`config.mk`:
```
export PLATFORM = sky130hd
export DESIGN_NAME = tspa_ctrl
export DESIGN_NICKNAME = d
export VERILOG_FILES = /design/src/rtl/tspa_pkg.sv /design/src/rtl/tspa_ctrl.sv
export SDC_FILE = /design/constraint.sdc
export NUM_CORES = 1
export LEC_CHECK = 0
export BUFFER_PORTS_ARGS = -buffer_cell sky130_fd_sc_hd__buf_2
export CAP_MARGIN = 20
export CELL_PAD_IN_SITES_DETAIL_PLACEMENT = 1
export CELL_PAD_IN_SITES_GLOBAL_PLACEMENT = 1
export CORE_AREA = 8 8 45 47
export CTS_CLUSTER_DIAMETER = 200
export CTS_CLUSTER_SIZE = 30
export DETAILED_ROUTE_END_ITERATION = 6
export DIE_AREA = 0 0 53 55
export PLACE_DENSITY_LB_ADDON = 0.3
export SETUP_SLACK_MARGIN = 0.15
export SLEW_MARGIN = 10
export SYNTH_ARGS = -nofsm -noshare
export SYNTH_HDL_FRONTEND = slang
export SYNTH_SLANG_ARGS = --single-unit
export TNS_END_PERCENT = 5
```
`constraint.sdc`:
```
create_clock -name clk -period 1.7 [get_ports clk]
set_clock_uncertainty 0.1 [all_clocks]
set_input_delay 0.34 -clock clk [delete_from_list [all_inputs] [get_ports clk]]
set_output_delay 0.34 -clock clk [all_outputs]
set_load 0.02 [all_outputs]
```
`src/rtl/tspa_pkg.sv`:
```
package tspa_pkg;

    localparam int STAMP_W   = 48;
    localparam int NUM_W     = 32;
    localparam int THR_W     = 24;
    localparam logic [THR_W-1:0] THR_RESET = 24'd10000;

    // action codes
    localparam logic ACT_ASSOC = 1'b0;
    localparam logic ACT_CLEAR = 1'b1;

    // input word
    typedef struct packed {
        logic               action;
        logic [STAMP_W-1:0] stamp_us;
        logic [STAMP_W-1:0] prev_stamp_us;
        logic               graph_updated;
    } in_word_t;

    // result word
    typedef struct packed {
        logic [NUM_W-1:0] pose_number;
        logic             associated;
        logic             table_full;
    } out_word_t;

    // controller -> datapath
    typedef struct packed {
        logic load;
        logic rd;
        logic diff;
        logic decide;
        logic commit;
    } ctrl_cmd_t;

    // datapath -> controller
    typedef struct packed {
        logic new_clear;
        logic count_zero;
        logic scan_last;
        logic out_busy;
    } ctrl_sts_t;

endpackage

```
`src/rtl/tspa_ctrl.sv`:
```
module tspa_ctrl
    import tspa_pkg::*;
(
    input  logic      clk,
    input  logic      rst_n,
    input  logic      in_valid,
    output logic      in_stall,
    input  ctrl_sts_t sts,
    output ctrl_cmd_t cmd
);

    typedef enum logic [5:0] {
        S_IDLE   = 6'b000001,
        S_SCAN   = 6'b000010,
        S_DRAIN  = 6'b000100,
        S_DIST   = 6'b001000,
        S_DECIDE = 6'b010000,
        S_COMMIT = 6'b100000
    } state_t;

    state_t state_reg;
    state_t state_next;

    // sequencing of one word: scan, distances, decision, table and output write
    always_comb
    begin
        state_next = state_reg;
        cmd        = '0;
        case (state_reg)
            S_IDLE:
            begin
                if (in_valid)
                begin
                    cmd.load = 1'b1;
                    if (sts.new_clear)
                        state_next = S_COMMIT;
                    else if (sts.count_zero)
                        state_next = S_DIST;
                    else
                        state_next = S_SCAN;
                end
            end
            S_SCAN:
            begin
                cmd.rd = 1'b1;
                if (sts.scan_last)
                    state_next = S_DRAIN;
            end
            S_DRAIN:
            begin
                state_next = S_DIST;
            end
            S_DIST:
            begin
                cmd.diff   = 1'b1;
                state_next = S_DECIDE;
            end
            S_DECIDE:
            begin
                cmd.decide = 1'b1;
                state_next = S_COMMIT;
            end
            S_COMMIT:
            begin
                // hold until the output register is free
                if (!sts.out_busy)
                begin
                    cmd.commit = 1'b1;
                    state_next = S_IDLE;
                end
            end
            default:
            begin
                state_next = S_IDLE;
            end
        endcase
    end

    always_ff @(posedge clk or negedge rst_n)
    begin
        if (!rst_n)
            state_reg <= S_IDLE;
        else
            state_reg <= state_next;
    end

    assign in_stall = (state_reg != S_IDLE);

`ifndef SYNTHESIS
    // a scan never starts on an empty table
    a_no_empty_scan: assert property (@(posedge clk) disable iff (!rst_n)
        (state_reg == S_IDLE && in_valid && !sts.new_clear && sts.count_zero)
        |=> state_reg == S_DIST)
        else $error("scan entered with empty table");

    // every accepted word ends in a commit before the next is taken
    a_commit_to_idle: assert property (@(posedge clk) disable iff (!rst_n)
        cmd.commit |=> state_reg == S_IDLE)
        else $error("commit did not return to idle");

    // only one command at a time
    a_one_cmd: assert property (@(posedge clk) disable iff (!rst_n)
        $onehot0(cmd))
        else $error("overlapping datapath commands");
`endif

endmodule

```
==> results of run 1 <==
## area by class of cell
class	count	area (um^2)	share of cell area, %
clock buffer	4	26.3	4.05
inverter	3	11.3	1.73
multi-input combinational	33	283	43.5
sequential	6	153	23.5
tap	16	20.0	3.08
timing repair buffer	23	156	24.1
## metrics by stage
step	std cells	setup TNS [ns]	setup slack, ns	hold slack (ns)
final	85	-0.740	-0.174	0.210
after global routing	85	-1.37	-0.251	0.209
after CTS	84	-0.664	-0.195	0.200
after detailed placement	77	0	0.0297	0.0724
after global placement	77	0	0.0469	0.0685
after floorplan	42	0	0.106	-0.0556
## cell families after synthesis
family / count (synthesis)
and+or+nand+nor: 20
AOI/OAI and AO/OA: 12
DFF: 6
buffers and inverters: 3
xor gates and xnor gates: 1
## final timing paths
| path | cells after the start | startpoint | slack (ns) | to |
|---|---|---|---|---|
| worst max-delay path | 3 | state_reg[2] | -0.17 | cmd[0] |
| worst min-delay path | 2 | sts[1] | 0.21 | state_reg[1] |
| worst max register to register | 6 | state_reg[2] | -0.03 | state_reg[0] |
| worst min register to register | 1 | state_reg[5] | 0.51 | state_reg[0] |
| max in group asynchronous | 2 | rst_n | 0.92 | state_reg[0] |
| min in group asynchronous | 2 | rst_n | 0.35 | state_reg[1] |
## power by group
| group | switching, mW | internal, mW |
|---|---|---|
| clock network | 0.0570 | 0.0893 |
| registers | 0.0387 | 0.187 |
| logic | 0.305 | 0.353 |
## cell usage in the layout, fill, tap and decap left out, types with 2 or more instances in the layout
| cell | count |
|---|---|
| a21oi_1 | 2 |
| and4b_1 | 2 |
| buf_2 | 9 |
| buf_4 | 12 |
| clkbuf_4 | 3 |
| dfrtp_1 | 4 |
| inv_1 | 3 |
| nand3b_1 | 2 |
| nor2_1 | 5 |
| o21ai_0 | 2 |
| o31a_1 | 2 |
## repair_timing
item | CTS | global route
hold endpoints to repair | 5 | 0
endpoints found under the setup margin | 6 | 10
hold buffers | 1 | 0
pin swaps | 3 | 3
setup buffers | 2 | 1
resized for setup | 8 | 6
## worst max-delay path: cells and delay by family, from the launching register on
| kind | cells | cell delay (ns) |
|---|---|---|
| buffers and inverters | 1 | 0.17 |
| and+or+nand+nor | 2 | 0.62 |
| DFF | 1 | 0.39 |
## layer usage
layer  GRT usage (%)  share of wire (%)  vias up
met1            10.1                 40      202
met3            4.01                8.6        4
met2            18.6                 50       15
met4            7.76                1.9        0
met5               0                  0        -
li1                -                  -      214
==> qor.yml, run 1 <==
outcome: "complete, but fails checks"
violations: "negative setup slack"
ys_top_cells_by_count: "nor2_1, dfrtp_1, inv_1"
synth_edf_count: 0
synth_xor_xnor_area_share_pct: 2.24
ys_types: 25
synth_compound_area_share_pct: 22.0
syn_area_um2: 392
antenna_found_initial: 0
syn_inst: 42
fillerInstances: 168
cts_buffers: 3
nets: 77
path_cells: "or3_4, nor4b_4, buf_4"
synth_top_flop_cell: "dfrtp_1"
routed_wl_um: 1340
htree_levels: 1
place_congestion: 0.721
postPlaceCellArea_um2: 539
largest_reg_flops: 6
power_density_mw_per_mm2: 1590
cts.clk_slew.worst_paths_ns: 0.05
slew_violations: 0
drc: 0
cts-root-buf: "clkbuf_4"
dp_hpwl_um: 972
routedWlPerCell_um: 15.8
ant_nets: 0
synth_top_family_by_area: "simple AND/OR/NAND/NOR gates"
fin_crit_sh_pct: 110
worst_slew_pin_slew_ns: 0.237
yosysSeqAreaShare_pct: 38.7
async_flop_share_pct: 100
drive_gt1_share_pct: 55.1
antenna_cells: 0
hold_viol_final: 0
synth_area_per_cell_um2: 9.32
crit_required_ns: 1.26
io_buffers: 12
synth_mux_area_share_pct: 0
die_area_mm2: 0.00292
syn_nets: 49
leakagePower_nw: 0.312
crit_type: "reg -> out"
grt_pass1_vias: 474
synth_simple_gate_area_share_pct: 34.2
yosysTopAreaCell: "dfrtp_1"
ys_seq_elements: 6
rows: 14
finalCoreUtilization_pct: 46.9
finalSetupViolations: 9
yosysMostFrequentCell: "nor2_1"
layout_setup_ws_ns: -0.174
die_h_um: 55
slowest_stage: "or3_4"
area_delta_synth_final_pct: 65.8
drtIter0Drc: 1
ys_warn_count: 0
clkSinkCount: 6
coreArea_mm2: 0.00138
die_w_um: 53
slowest_delay_ns: 0.41
num_vias: 435
start_util_pct: 28.3
drv_cap: 0
ir_worst_vdd_v: 0.00104
max_freq_mhz: 533
critPathLaunchType: "flop"
grt_max_degree: 7
viasPerCell: 5.12
grt_overflow: 0
synthAdderAreaFrac_pct: 0
rsz0062_at_grt: "true"
arrival_ns: 1.43
drt_pass1_iterations: 4
yosys.area.top_type_share_pct: 31.9
grt_use_total_pct: 10.6
ios: 13
grt_pass1_wl_um: 2210
cts_max_path_buffers: 2
p_total_mw: 1.03
insertion_delay_ns: 0.25
final_cell_area_um2: 649
maxSlewHeadroom_pct: 84.1
period_minus_slack_ns: 1.87
synthTopCellsByArea: "dfrtp_1, dfstp_2, nor2_1"
hold_class: "in -> reg"
endpoint_kind: "output pin"
worstPathMaxFanout: 4
cts_tree: "built"
(Power assumes the default switching activity.)
==> run 2: changes to the inputs <==
--- a/config.mk
+++ b/config.mk
@@ -15,9 +15,9 @@
 export DETAILED_ROUTE_END_ITERATION = 6
 export DIE_AREA = 0 0 53 55
 export PLACE_DENSITY_LB_ADDON = 0.3
+export REMOVE_ABC_BUFFERS = 1
 export SETUP_SLACK_MARGIN = 0.15
 export SLEW_MARGIN = 10
 export SYNTH_ARGS = -nofsm -noshare
 export SYNTH_HDL_FRONTEND = slang
 export SYNTH_SLANG_ARGS = --single-unit
-export TNS_END_PERCENT = 5
==> qor.yml, run 2 (synthesized netlist as in run 1, its figures left out) <==
outcome: "complete, but fails checks"  # unchanged
violations: "negative setup slack"  # unchanged
postPlaceCellArea_um2: 539  # unchanged
timing.hold.ws_ns: 0.223  # was 0.210 ns
crit_required_ns: 1.26  # about the same
place_congestion: 0.728  # was 0.721
seq_power_share_pct: 20.2  # was 21.9%
ios: 13  # unchanged
cts_max_path_buffers: 2  # unchanged
grt_pass1_vias: 515  # was 474
path_cells: "or3_4, nor4b_4, buf_4"  # unchanged
drt_pass1_iterations: 5  # was 4
coreArea_mm2: 0.00138  # unchanged
tns_ns: -0.424  # was -0.740 ns
grt_use_total_pct: 10.1  # was 10.6%
die_area_mm2: 0.00292  # unchanged
hold_class: "in -> reg"  # unchanged
insertion_delay_ns: 0.25  # about the same
rsz0062_at_grt: "true"  # unchanged
p_int_mw: 0.707  # was 0.629 mW
critPathLaunchType: "flop"  # unchanged
stdcell_count: 89  # was 85
endpoint_kind: "output pin"  # unchanged
die_w_um: 53  # unchanged
max_freq_mhz: 539  # was 533 MHz
cp_top_family: "simple AND/OR/NAND/NOR gates"  # unchanged
reg2reg_from: "state_reg[2]"  # unchanged
layout_commonest_cell: "buf_4"  # unchanged
switching_share_pct: 37.3  # was 38.9%
routedWlPerCell_um: 14.8  # was 15.8 um
drtIter0Drc: 7  # was 1
hold_path_depth: 2  # unchanged
fin_crit_sh_pct: 109  # was 110%
crit_type: "reg -> out"  # unchanged
netSwitchingPower_mw: 0.420  # was 0.401 mW
worstPathMaxFanout: 3  # was 4
maxSlewHeadroom_pct: 83.9  # was 84.1%
finalSetupViolations: 5  # was 9
routed_wl_um: 1320  # was 1340 um
path_buf_inv: 1  # unchanged
grt_pass1_wl_um: 2190  # was 2210 um
ant_nets: 0  # unchanged
cts.clk_slew.worst_paths_ns: 0.05  # about the same
antenna_cells: 0  # unchanged
htree_levels: 1  # unchanged
drc: 0  # unchanged
worst-r2r-cell-count: 5  # was 6
grt_overflow: 0  # unchanged
holdPathEnd: "state_reg[1]"  # unchanged
final_cell_mix: "buf_4, buf_6, buf_2"  # was buf_4, buf_2, nor2_1
slowest_stage: "dfrtp_1"  # was or3_4
pre_cts_ws_ns: 0.00302  # was 0.0297 ns
fillerInstances: 167  # was 168
min_from: "sts[1]"  # unchanged
power_density_mw_per_mm2: 1550  # was 1590 mW/mm^2
cts_tree: "built"  # unchanged
num_vias: 451  # was 435
worst_slew_pin_slew_ns: 0.238  # was 0.237 ns
viasPerCell: 5.07  # was 5.12
period_minus_slack_ns: 1.85  # was 1.87 ns
io_buffers: 12  # unchanged
slowest_delay_ns: 0.40  # was 0.41 ns
combPwrFrac_pct: 67.3  # was 63.9%
grt_max_degree: 7  # unchanged
start_util_pct: 28.3  # unchanged
cts-root-buf: "clkbuf_4"  # unchanged
slew_violations: 0  # unchanged
largest_reg_flops: 6  # unchanged
clkSinkCount: 6  # unchanged
ir_worst_vdd_v: 0.000880  # was 0.00104 V
area_delta_synth_final_pct: 85.6  # was 65.8%
nets: 81  # was 77
leakagePower_nw: 0.338  # was 0.312 nW
drive_gt1_share_pct: 65.8  # was 55.1%
pwr-share-clk_pct: 12.6  # was 14.2%
hold_viol_final: 0  # unchanged
layout_setup_ws_ns: -0.154  # was -0.174 ns
rrSetupSlack_ns: 0.09  # was -0.03 ns
dpl.cell_count: 79  # was 77
final_cell_area_um2: 727  # was 649 um^2
dp_hpwl_um: 987  # was 972 um
rows: 14  # unchanged
arrival_ns: 1.41  # was 1.43 ns
drv_cap: 0  # unchanged
die_h_um: 55  # unchanged
antenna_found_initial: 0  # unchanged
cts_buffers: 3  # unchanged
rr_endpoint: "state_reg[2]"  # was state_reg[0]
==> run 2: cell type report <==
class	count	area, um^2	area share, %
clock buffer	4	26.3	3.61
inverter	3	11.3	1.55
multi-input combinational	33	295	40.6
sequential	6	154	21.2
tap	16	20.0	2.75
timing repair buffer	27	220	30.3
==> run 2: power groups by stage <==
| stage | Clock (mW) | Combinational, mW | Sequential [mW] |
|---|---|---|---|
| floorplan | 0 | 0.275 | 0.220 |
| global placement | 0 | 0.491 | 0.212 |
| detailed placement | 0 | 0.506 | 0.215 |
| CTS | 0.147 | 0.727 | 0.224 |
| global route | 0.156 | 0.822 | 0.233 |
| finish | 0.142 | 0.758 | 0.228 |
==> run 2: worst max-delay path by stage <==
stage,slack (ns),end,start,cells after the start
floorplan,-0.31,cmd[0],state_reg[2],2
global placement,0.004,cmd[4],state_reg[0],4
detailed placement,0.003,cmd[4],state_reg[0],4
CTS,-0.14,cmd[0],state_reg[4],3
global route,-0.23,cmd[0],state_reg[2],3
finish,-0.15,cmd[0],state_reg[2],3
==> run 2: metal layers <==
layer | wire, um | global-route usage (%)
met4 | 13 | 6.47
met1 | 535 | 9.55
met5 | 0 | 0
met3 | 82 | 2.14
met2 | 684 | 19.3
==> run 2: per-stage QoR <==
| stage | power, mW | util (%) |
|---|---|---|
| after floorplan | 0.494 | - |
| after global placement | 0.703 | 39.0 |
| after detailed placement | 0.721 | 39.0 |
| after CTS | 1.10 | 50.5 |
| after global routing | 1.21 | 52.5 |
| final | 1.13 | 52.5 |
==> run 2: repair_timing <==
action | in CTS | in global routing
hold endpoints to repair | 5 | 0
hold buffers | 1 | 0
pin swaps | 4 | 5
resized for setup | 27 | 7
setup endpoints to repair | 10 | 10
setup buffers | 5 | 0
